===== src/hw/rtl/mavt_pkg.sv =====
`timescale 1ns / 1ps

package mavt_pkg;

  localparam int ANGLE_W = 12;
  localparam int DT_W    = 16;
  localparam int SPOS_W  = 16;
  localparam int POS_W   = 32;
  localparam int TURN_W  = 32;

  localparam int unsigned COUNTS_PER_TURN = 4096;
  // wrap-around threshold: 5*|d| > 4*COUNTS_PER_TURN
  localparam int unsigned WRAP_LIM        = 4 * COUNTS_PER_TURN;
  localparam logic [POS_W-1:0] CPT_W      = POS_W'(COUNTS_PER_TURN);

  // count change per update stays within one turn of a 12-bit angle
  localparam int NUM_W    = ANGLE_W + 2;
  localparam int MAG_W    = NUM_W - 1;
  localparam int CNT_W    = $clog2(MAG_W);
  localparam int QDEPTH   = 2;
  localparam int QPTR_W   = $clog2(QDEPTH);

  localparam logic OP_INIT   = 1'b0;
  localparam logic OP_UPDATE = 1'b1;

  typedef struct packed {
    logic                    upd;
    logic [SPOS_W-1:0]       single_pos;
    logic [POS_W-1:0]        multi_pos;
    logic signed [NUM_W-1:0] num;
    logic [DT_W-1:0]         dt;
  } mavt_item_t;

  typedef struct packed {
    logic full;
    logic empty;
  } mavt_qstat_t;

endpackage


===== src/hw/rtl/mavt_front.sv =====
`timescale 1ns / 1ps

module mavt_front (
  input  logic                           clk,
  input  logic                           rst_n,
  input  logic [mavt_pkg::ANGLE_W-1:0]   zero_offset,
  input  logic                           in_valid,
  output logic                           in_ready,
  input  logic                           op,
  input  logic [mavt_pkg::ANGLE_W-1:0]   angle,
  input  logic [mavt_pkg::DT_W-1:0]      dt,
  input  mavt_pkg::mavt_qstat_t          qstat,
  output logic                           push,
  output mavt_pkg::mavt_item_t           item
);
  import mavt_pkg::*;

  logic [ANGLE_W-1:0]      last_angle_r, last_angle_nxt;
  logic [TURN_W-1:0]       turn_r, turn_nxt;
  logic signed [ANGLE_W:0] d;
  logic [ANGLE_W-1:0]      ad;
  logic [ANGLE_W+3:0]      ad5;
  logic                    wrap;
  logic                    turn_up;
  logic                    turn_dn;
  logic signed [NUM_W-1:0] num;
  logic [TURN_W-1:0]       turn_upd;

  assign in_ready = !qstat.full;
  assign push     = in_valid && in_ready;

  always_comb begin
    d       = $signed({1'b0, angle}) - $signed({1'b0, last_angle_r});
    ad      = d[ANGLE_W] ? ANGLE_W'(-d) : ANGLE_W'(d);
    ad5     = (ANGLE_W+4)'(ad) * (ANGLE_W+4)'(5);
    wrap    = 32'(ad5) > WRAP_LIM;
    turn_up = wrap && d[ANGLE_W];
    turn_dn = wrap && !d[ANGLE_W];
    if (turn_up) begin
      turn_upd = turn_r + TURN_W'(1);
      num      = NUM_W'(d) + NUM_W'(COUNTS_PER_TURN);
    end else if (turn_dn) begin
      turn_upd = turn_r - TURN_W'(1);
      num      = NUM_W'(d) - NUM_W'(COUNTS_PER_TURN);
    end else begin
      turn_upd = turn_r;
      num      = NUM_W'(d);
    end

    item.upd        = (op == OP_UPDATE);
    item.single_pos = SPOS_W'(angle) - SPOS_W'(zero_offset);
    item.multi_pos  = turn_upd * CPT_W + POS_W'(angle) - POS_W'(zero_offset);
    item.num        = num;
    item.dt         = dt;

    last_angle_nxt = push ? angle : last_angle_r;
    turn_nxt       = (push && op == OP_UPDATE) ? turn_upd : turn_r;
  end

  always_ff @(posedge clk) begin
    if (!rst_n) begin
      last_angle_r <= '0;
      turn_r       <= '0;
    end else begin
      last_angle_r <= last_angle_nxt;
      turn_r       <= turn_nxt;
    end
  end

endmodule


===== src/hw/rtl/mavt_queue.sv =====
`timescale 1ns / 1ps

module mavt_queue (
  input  logic                  clk,
  input  logic                  rst_n,
  input  logic                  push,
  input  mavt_pkg::mavt_item_t  push_item,
  input  logic                  pop,
  output mavt_pkg::mavt_item_t  pop_item,
  output mavt_pkg::mavt_qstat_t qstat
);
  import mavt_pkg::*;

  mavt_item_t          mem_r [QDEPTH];
  logic [QPTR_W-1:0]   wr_r, wr_nxt;
  logic [QPTR_W-1:0]   rd_r, rd_nxt;
  logic [QPTR_W:0]     cnt_r, cnt_nxt;

  assign qstat.full  = (cnt_r == (QPTR_W+1)'(QDEPTH));
  assign qstat.empty = (cnt_r == '0);
  assign pop_item    = mem_r[rd_r];

  always_comb begin
    wr_nxt  = push ? wr_r + QPTR_W'(1) : wr_r;
    rd_nxt  = pop ? rd_r + QPTR_W'(1) : rd_r;
    cnt_nxt = cnt_r + (QPTR_W+1)'(push) - (QPTR_W+1)'(pop);
  end

  always_ff @(posedge clk) begin
    if (push) begin
      mem_r[wr_r] <= push_item;
    end
  end

  always_ff @(posedge clk) begin
    if (!rst_n) begin
      wr_r  <= '0;
      rd_r  <= '0;
      cnt_r <= '0;
    end else begin
      wr_r  <= wr_nxt;
      rd_r  <= rd_nxt;
      cnt_r <= cnt_nxt;
    end
  end

endmodule


===== src/hw/rtl/mavt_back.sv =====
`timescale 1ns / 1ps

module mavt_back (
  input  logic                          clk,
  input  logic                          rst_n,
  input  mavt_pkg::mavt_qstat_t         qstat,
  input  mavt_pkg::mavt_item_t          item,
  output logic                          pop,
  output logic                          out_valid,
  input  logic                          out_ready,
  output logic [mavt_pkg::SPOS_W-1:0]   single_pos,
  output logic [mavt_pkg::POS_W-1:0]    multi_pos,
  output logic [mavt_pkg::POS_W-1:0]    speed,
  output logic                          zero_flag
);
  import mavt_pkg::*;

  typedef enum logic [2:0] {
    ST_IDLE = 3'b001,
    ST_DIV  = 3'b010,
    ST_DONE = 3'b100
  } back_state_t;

  back_state_t         state_r, state_nxt;
  logic                upd_r;
  logic                zero_r;
  logic                neg_r;
  logic [SPOS_W-1:0]   single_r;
  logic [POS_W-1:0]    multi_r;
  logic [DT_W-1:0]     dt_r;
  logic [MAG_W-1:0]    quo_r;
  logic [DT_W-1:0]     rem_r;
  logic [CNT_W-1:0]    cnt_r;
  logic [DT_W:0]       trial;
  logic                ge;
  logic [MAG_W-1:0]    mag;
  logic [POS_W-1:0]    quot_s;
  logic                out_free;
  logic                load_out;

  logic                out_valid_r;
  logic [SPOS_W-1:0]   held_single_r;
  logic [POS_W-1:0]    held_multi_r;
  logic [POS_W-1:0]    held_speed_r;
  logic                flag_r;

  assign out_free = !out_valid_r || out_ready;
  assign pop      = (state_r == ST_IDLE) && !qstat.empty;
  assign load_out = (state_r == ST_DONE) && out_free;

  always_comb begin
    trial  = {rem_r, quo_r[MAG_W-1]};
    ge     = trial >= {1'b0, dt_r};
    mag    = item.num[NUM_W-1] ? MAG_W'(-item.num) : MAG_W'(item.num);
    quot_s = neg_r ? -POS_W'(quo_r) : POS_W'(quo_r);
  end

  always_comb begin
    state_nxt = state_r;
    unique case (state_r)
      ST_IDLE: begin
        if (pop) begin
          state_nxt = (item.upd && item.dt != '0) ? ST_DIV : ST_DONE;
        end
      end
      ST_DIV: begin
        if (cnt_r == CNT_W'(MAG_W - 1)) begin
          state_nxt = ST_DONE;
        end
      end
      ST_DONE: begin
        if (out_free) begin
          state_nxt = ST_IDLE;
        end
      end
      default: state_nxt = ST_IDLE;
    endcase
  end

  // item latch and restoring divider, one quotient bit per cycle
  always_ff @(posedge clk) begin
    if (pop) begin
      upd_r    <= item.upd;
      zero_r   <= (item.dt == '0);
      neg_r    <= item.num[NUM_W-1];
      single_r <= item.single_pos;
      multi_r  <= item.multi_pos;
      dt_r     <= item.dt;
      quo_r    <= mag;
      rem_r    <= '0;
      cnt_r    <= '0;
    end else if (state_r == ST_DIV) begin
      rem_r <= ge ? DT_W'(trial - {1'b0, dt_r}) : DT_W'(trial);
      quo_r <= {quo_r[MAG_W-2:0], ge};
      cnt_r <= cnt_r + CNT_W'(1);
    end
  end

  always_ff @(posedge clk) begin
    if (!rst_n) begin
      state_r       <= ST_IDLE;
      out_valid_r   <= 1'b0;
      held_single_r <= '0;
      held_multi_r  <= '0;
      held_speed_r  <= '0;
      flag_r        <= 1'b0;
    end else begin
      state_r <= state_nxt;
      if (load_out) begin
        out_valid_r <= 1'b1;
        flag_r      <= upd_r && zero_r;
        // an init beat repeats the held results
        if (upd_r) begin
          held_single_r <= single_r;
          held_multi_r  <= multi_r;
          held_speed_r  <= zero_r ? '0 : quot_s;
        end
      end else if (out_ready) begin
        out_valid_r <= 1'b0;
      end
    end
  end

  assign out_valid  = out_valid_r;
  assign single_pos = held_single_r;
  assign multi_pos  = held_multi_r;
  assign speed      = held_speed_r;
  assign zero_flag  = flag_r;

endmodule


===== src/hw/rtl/multiturn_angle_velocity_tracker.sv =====
`timescale 1ns / 1ps
// Multi-turn position and velocity tracker for a 12-bit single-turn encoder.
// Input stream: in_tuser selects init (load stored angle) or update; in_tdata
// carries the raw angle and the milliseconds since the previous update.
// Each input beat yields exactly one output beat on the out_ stream with the
// single-turn position, multi-turn position and speed in counts per ms;
// out_tuser flags an update with zero elapsed time (speed forced to 0).
// cfg_wen/cfg_wdata load the zero offset; write it only while idle.
// Path: an update reaches out_tvalid through the queue entry, the back-end
// load, 13 steps of the restoring divider (one quotient bit per cycle) and
// the output register load. An init beat, or an update with zero elapsed
// time, skips the divider. One item is in the back end at a time; it pops no
// new item until its result is loaded. A two-entry queue sits between the
// front end (turn tracking) and the back end (division and output register),
// so inputs keep flowing while a result waits. When the receiver stalls, the
// output beat holds, the back end waits, and in_tready drops once the queue
// fills.
// Reset clears the stored angle, turn count, held results and offset.
module multiturn_angle_velocity_tracker (
  input  logic        clk,
  input  logic        rst_n,
  input  logic        cfg_wen,
  input  logic [11:0] cfg_wdata,   // zero_offset
  input  logic        in_tvalid,
  output logic        in_tready,
  input  logic [31:0] in_tdata,    // angle_sample[11:0], elapsed_ms[27:12], zero pad
  input  logic [0:0]  in_tuser,    // operation
  output logic        out_tvalid,
  input  logic        out_tready,
  output logic [79:0] out_tdata,   // single_turn_position[15:0],
                                   // multi_turn_position[47:16], speed[79:48]
  output logic [0:0]  out_tuser    // zero_time_flag
);
  import mavt_pkg::*;

  logic [ANGLE_W-1:0] zero_offset_r;
  logic               push;
  logic               pop;
  mavt_item_t         push_item;
  mavt_item_t         pop_item;
  mavt_qstat_t        qstat;
  logic [SPOS_W-1:0]  single_pos;
  logic [POS_W-1:0]   multi_pos;
  logic [POS_W-1:0]   speed;
  logic               zero_flag;

  always_ff @(posedge clk) begin
    if (!rst_n) begin
      zero_offset_r <= '0;
    end else if (cfg_wen) begin
      zero_offset_r <= cfg_wdata;
    end
  end

  mavt_front u_front (
    .clk         (clk),
    .rst_n       (rst_n),
    .zero_offset (zero_offset_r),
    .in_valid    (in_tvalid),
    .in_ready    (in_tready),
    .op          (in_tuser[0]),
    .angle       (in_tdata[ANGLE_W-1:0]),
    .dt          (in_tdata[ANGLE_W+DT_W-1:ANGLE_W]),
    .qstat       (qstat),
    .push        (push),
    .item        (push_item)
  );

  mavt_queue u_queue (
    .clk       (clk),
    .rst_n     (rst_n),
    .push      (push),
    .push_item (push_item),
    .pop       (pop),
    .pop_item  (pop_item),
    .qstat     (qstat)
  );

  mavt_back u_back (
    .clk        (clk),
    .rst_n      (rst_n),
    .qstat      (qstat),
    .item       (pop_item),
    .pop        (pop),
    .out_valid  (out_tvalid),
    .out_ready  (out_tready),
    .single_pos (single_pos),
    .multi_pos  (multi_pos),
    .speed      (speed),
    .zero_flag  (zero_flag)
  );

  assign out_tdata = {speed, multi_pos, single_pos};
  assign out_tuser = zero_flag;

endmodule


===== config.mk =====
export PLATFORM = sky130hd
export DESIGN_NAME = multiturn_angle_velocity_tracker
export DESIGN_NICKNAME = d
export VERILOG_FILES = /design/src/hw/rtl/mavt_pkg.sv /design/src/hw/rtl/mavt_front.sv /design/src/hw/rtl/mavt_queue.sv /design/src/hw/rtl/mavt_back.sv /design/src/hw/rtl/multiturn_angle_velocity_tracker.sv
export SDC_FILE = /design/constraint.sdc
export NUM_CORES = 1
export LEC_CHECK = 0
export BUFFER_PORTS_ARGS = -buffer_cell sky130_fd_sc_hd__buf_2
export CELL_PAD_IN_SITES_DETAIL_PLACEMENT = 0
export CELL_PAD_IN_SITES_GLOBAL_PLACEMENT = 1
export CORE_MARGIN = 4
export CORE_UTILIZATION = 50
export CTS_BUF_LIST = sky130_fd_sc_hd__clkbuf_2
export CTS_CLUSTER_DIAMETER = 200
export DETAILED_ROUTE_END_ITERATION = 10
export GPL_ROUTABILITY_DRIVEN = 0
export PLACE_DENSITY = 0.81
export REMOVE_ABC_BUFFERS = 1
export SETUP_SLACK_MARGIN = 0.1
export SYNTH_ARGS = -nofsm -noshare
export SYNTH_HDL_FRONTEND = slang
export SYNTH_SLANG_ARGS = --single-unit

===== constraint.sdc =====
create_clock -name clk -period 14.6 [get_ports clk]
set_input_delay 2.92 -clock clk [delete_from_list [all_inputs] [get_ports clk]]
set_output_delay 2.92 -clock clk [all_outputs]
set_load 0.01 [all_outputs]

## Yosys cells after proc, flatten, opt, wreduce, memory -nomap -nowiden

Memories as Yosys holds them, arrays and structs flattened. A register that Yosys moved wholly into a read port is not among the register bits.
Index checks and enable logic that the tools add are counted.

- Flip-flop bits (word level): 245
- Memory bits (writable): 158
- Output and inout bits: 83
- Memories kept: 1

Memory list:

| memory | words | width | read ports | clocked after memory_dff | wr ports | line | RTL |
|---|---|---|---|---|---|---|---|
| u_queue.mem_r | 2 | 79 | 1 | 1 | 1 | mavt_queue.sv:14 | `mavt_item_t mem_r [QDEPTH];` |

- Add/sub/neg operators: 17
- $mul: 1
- $lt $le $gt $ge: 2
- Eq/ne operators: 8
- Muxes and demuxes: 22
- Reduce and logical (&&, ||, !) cells: 22

Operators by type and width:

| kind | number |
|---|---|
| 2-to-1 mux 32 bit | 4 |
| 2-to-1 mux 13 bit | 3 |
| adder 32 x 1 -> 32 bit (second input constant) | 1 |
| adder 32 x 12 -> 32 bit | 1 |
| negation 13 -> 32 bit | 1 |
| subtractor 32 x 1 -> 32 bit (second input constant) | 1 |
| subtractor 32 x 12 -> 32 bit | 1 |
| 2-to-1 mux 14 bit | 2 |
| subtractor 12 x 12 -> 13 bit | 2 |
| >= comparator 17 x 16 -> 1 bit | 1 |
| zero test 16 bit | 1 |
| 2-to-1 mux 16 bit | 1 |
| nonzero test 16 bit | 1 |
| subtractor 16 bit | 1 |
| greater-than comparator 15 bit (second input constant) | 1 |
| multiplier 12 x 3 -> 15 bit (second input constant) | 1 |
| adder 14 x 13 -> 14 bit (second input constant) | 1 |
| subtractor 14 x 13 -> 14 bit (second input constant) | 1 |
| negation 13 bit | 1 |
| 2-to-1 mux 12 bit | 1 |
| 2-to-1 mux 3 bit | 4 |
| negation 12 bit | 1 |
| one-hot mux 3 bit (3 select lines) | 1 |
| logical AND 1 bit | 8 |
| other kinds (18) | 31 |

## Depth between registers and ports, before layout

- Depth after elaboration: 10
- Mapped depth: 37

## Hierarchy

A second synthesis with hierarchy kept.

- Cells, all modules: 1707
- Area, all modules: 18709.2 um^2

By module, submodules not included:

| module | times used | cells an instance | area each (um^2) | seq. area each (um^2) |
|---|---|---|---|---|
| mavt_back | 1 | 758 | 7572.3 | 4364.2 |
| mavt_queue | 1 | 267 | 5960.7 | 4844.6 |
| mavt_front | 1 | 644 | 4725.8 | 640.6 |
| multiturn_angle_velocity_tracker | 1 | 38 | 450.4 | 240.2 |

## Worst setup path after synthesis

Ideal clock, no wire load.

- Path kind: input port to flip-flop
- Start point: input in_tdata[0]
- End point: memory u_queue.mem_r[0][58] (netlist bit) (data pin)
- Setup time: 0.269 ns
- Arrival: 10.658 ns
- Data required time: 14.331 ns
- Slack: 3.673 ns
- Stages on the path: 33
- Buffers on the path: 1
- Path through: inv_1 -> ha_1 -> inv_1 -> fa_1 -> a211oi_1 -> o21ai_0 -> a32oi_1 -> a21oi_1 -> or2_2 -> clkbuf_1 -> clkinv_1 -> nand2_1 -> xnor2_1 -> ha_1 -> ha_1 -> fa_1 -> or4b_2 -> a21oi_1 -> a21oi_1 -> a2111oi_0 -> o2111ai_1 -> a211oi_1 -> a211oi_1 -> ha_1 -> or4bb_2 -> o22ai_1 -> xor2_1 -> or3_4 -> or3_4 -> or4b_4 -> nor3_4 -> nand2_1 -> xor2_1

RTL lines:

| element | line | RTL |
|---|---|---|
| start, declared | multiturn_angle_velocity_tracker.sv:26 | `input logic [31:0] in_tdata,` |
| end, declared | mavt_queue.sv:14 |  |

==> run metrics <==
fmax=~89 MHz; count of cell types in the netlist=between 70 and 80; I/O Buffers=between 100 and 150; Max stage delay on crit path=slightly below 0.7 ns; top cell type's share of synthesized area=a little over a third; share of synthesized registers carrying an async set or reset=0%; Die X=approximately 190 um; Crit. path cell count=33; initial antenna violation count=1; Worst Setup Slack post-DPL=between 2 and 2.5 ns; Vias/cell=around 5.2; CP most frequent cell=ha_1; row cnt=65; post-route ant nets=0; M3 GR Usage=between 3 and 4%; hold path depth=2; RSZ-0062 raised after global routing=no; Yosys warnings=0; EDFF count, synth=about 190; via count of the first global-routing pass=between 10000 and 15000; post-route cell area=~18000 sq um; Cells after Synth=between 1500 and 2000; DRC viols=0; First-pass DRT Iterations=4; worst slew pin tran=about 1.1 ns; largest net degree at the start of global routing=between 100 and 150; Final Cycle Share=between 70% and 80%; Crit. End Element=flop; setup TNS=0 ns; Avg Inst Size Synth=about 11 sq um; ys flop type=edfxtp_1; status=finished clean; leakage=slightly above 0.007 uW; core region area=31900 sq um; layout filler cell count=roughly 2900; global-route wire length before repair=between 50000 and 60000 um; CTS H-tree depth=3; most common library cell in the layout ignoring fill and taps=nand2_1; most area-consuming cells after synthesis=edfxtp_1 (36%), dfxtp_1 (16%), ha_1 (5.5%); clk root buf=clkbuf_2; clk_lat worst skew=a little over 0.9 ns; crit path kind=in -> reg; Pwr Density=approximately 180 nW/um^2; CTS tree=done; worst-case reg-to-reg path depth=31; Critical Path RT=about 15 ns; Max Cap Viol=0; worst path buffer plus inverter count=4; CP max FO=14; DP HPWL=around 23000 um; CTS Hold Buffers Added=0; final setup violation count=0; crit start category=input pin; Synth Cell Area=approximately 16000 sq um; Tmin final=between 10 and 15 ns; GRT Residual Overflow=0; mean routed wirelength per cell=15.7 um; DRT iter0 DRCs=475; Final Max Tran Viols=0; worst endpoint data arrival time=11.86 ns; GR Layer Usage met1=24.4%; DP Area=roughly 17000 sq um; die span in y=approximately 190 um; M2 GR Usage=about a third; CTS Sinks=around 330; layout net count=1783; Synth-to-Final Area Change=10.2%; die area=35500 sq um; Max IR drop VDD=102 uV; Worst Hold Class=reg -> reg; register area share after synthesis=52.1%; Worst Slack Setup Final=~3.4 ns; total track usage=18.9%; initial core utilization=51.1%; Slew headroom=25.3%; # IOs=roughly 130; Total Routed Length=~34000 um; commonest non-fill, non-tap cells in the layout=nand2_1 (197), edfxtp_1 (194), dfxtp_1 (132), clkbuf_2 (129), buf_2 (128); Seq cells post-synth=between 300 and 400; Final Hold Viols=0; CTS buffer count=between 80 and 90; gr busiest metal=met2; clk buf depth=3; Post-CTS Resized=0; CTS clk-pin slew, worst paths=0.09 ns; setup bufs post-CTS=0; cell taking the most area after synthesis=edfxtp_1; worst hold margin=0.464 ns; total number of vias=11214; cell family contributing the most delay on the critical path=simple AND/OR/NAND/NOR gates; Layout Skew=slightly below 0.08 ns; share of cells above drive strength 1=between 20 and 25%; Overall Power=3260 uW; Worst path slowest cell=or4bb_2
[report_power, final]
part           internal (uW)  switching [uW]
logic                    485             716
registers               1290            96.0
clock network            304             365
[cell usage after synthesis, types with 45 or more instances]
master and number:
o21ai_0 76, a21oi_1 53, ha_1 71, a21boi_0 59
inv_1 81, edfxtp_1 194, xnor2_1 66, nor2_1 65
clkbuf_1 45, dfxtp_1 133, nand2_1 198, nor2b_1 50
mux2_2 53
[cells by family after synthesis]
| group | after synthesis | share of synthesized area, % |
|---|---|---|
| AO/OA/AOI/OAI | 279 | 11.1 |
| XOR/XNOR | 110 | 5.91 |
| adder cells (fa/ha/maj) | 75 | 5.94 |
| buffers and inverters | 163 | 4.58 |
| flip-flops | 327 | 52.1 |
| multiplexers | 90 | 5.94 |
| AND/OR/NAND/NOR | 473 | 14.4 |
[metrics by stage]
stage	util [%]	instances
2_1_floorplan	-	1436
3_3_place_gp	53.7	2008
3_5_place_dp	53.7	2008
4_1_cts	56.3	2159
5_1_grt	56.3	2160
6_report	56.3	2160
[layer usage]
metal  vias to the layer above  part of all wire (%)
met5                         -                     0
met4                         0                   2.0
met3                        59                   4.4
met2                       219                    47
met1                      5262                    46
li1                       5674                     -
[final timing paths]
kind                                               from              endpoint  slack, ns
worst max register to register  u_front.last_angle_r[0]  u_queue.mem_r[1][60]       5.24
worst min-delay path               u_back.multi_pos[26]  u_back.multi_pos[26]       0.46
worst min register to register     u_back.multi_pos[26]  u_back.multi_pos[26]       0.46
worst max-delay path                        in_tdata[0]  u_queue.mem_r[1][60]       3.36
[flip-flops by register name (all words and copies together) (netlist names), named ones only]
signal	count
u_back.state_r	3
u_back.single_pos	2
zero_offset_r	12
u_back.cnt_r	4
u_queue.mem_r	128
u_back.quo_r	13
u_back.single_r	2
u_front.turn_r	20
u_back.dt_r	16
u_queue.rd_r	1
u_queue.wr_r	1
u_back.multi_pos	32
u_back.neg_r	1
u_back.zero_flag	1
u_back.multi_r	32
u_queue.cnt_r	2
u_back.speed	25
u_back.rem_r	16
u_back.out_valid	1
u_front.last_angle_r	12
u_back.zero_r	1
u_back.upd_r	1
[worst min-delay path, stage by stage, from the launching register on]
cell	delay (ns)
dfxtp_1	0.32
nand2_1	0.04
a21boi_0	0.06
[layout make-up]
cell class	instances	area (sq um)	area share [%]
Sequential cell	327	8490	47.3
Multi-Input combinational cell	1027	7070	39.4
Timing Repair Buffer	137	708	3.94
Clock buffer	129	646	3.59
Tap cell	435	544	3.03
Inverter	82	308	1.71
Clock inverter	22	193	1.07
Antenna cell	1	2.50	0.0139
Note: power is estimated with default switching activity, not from simulation.
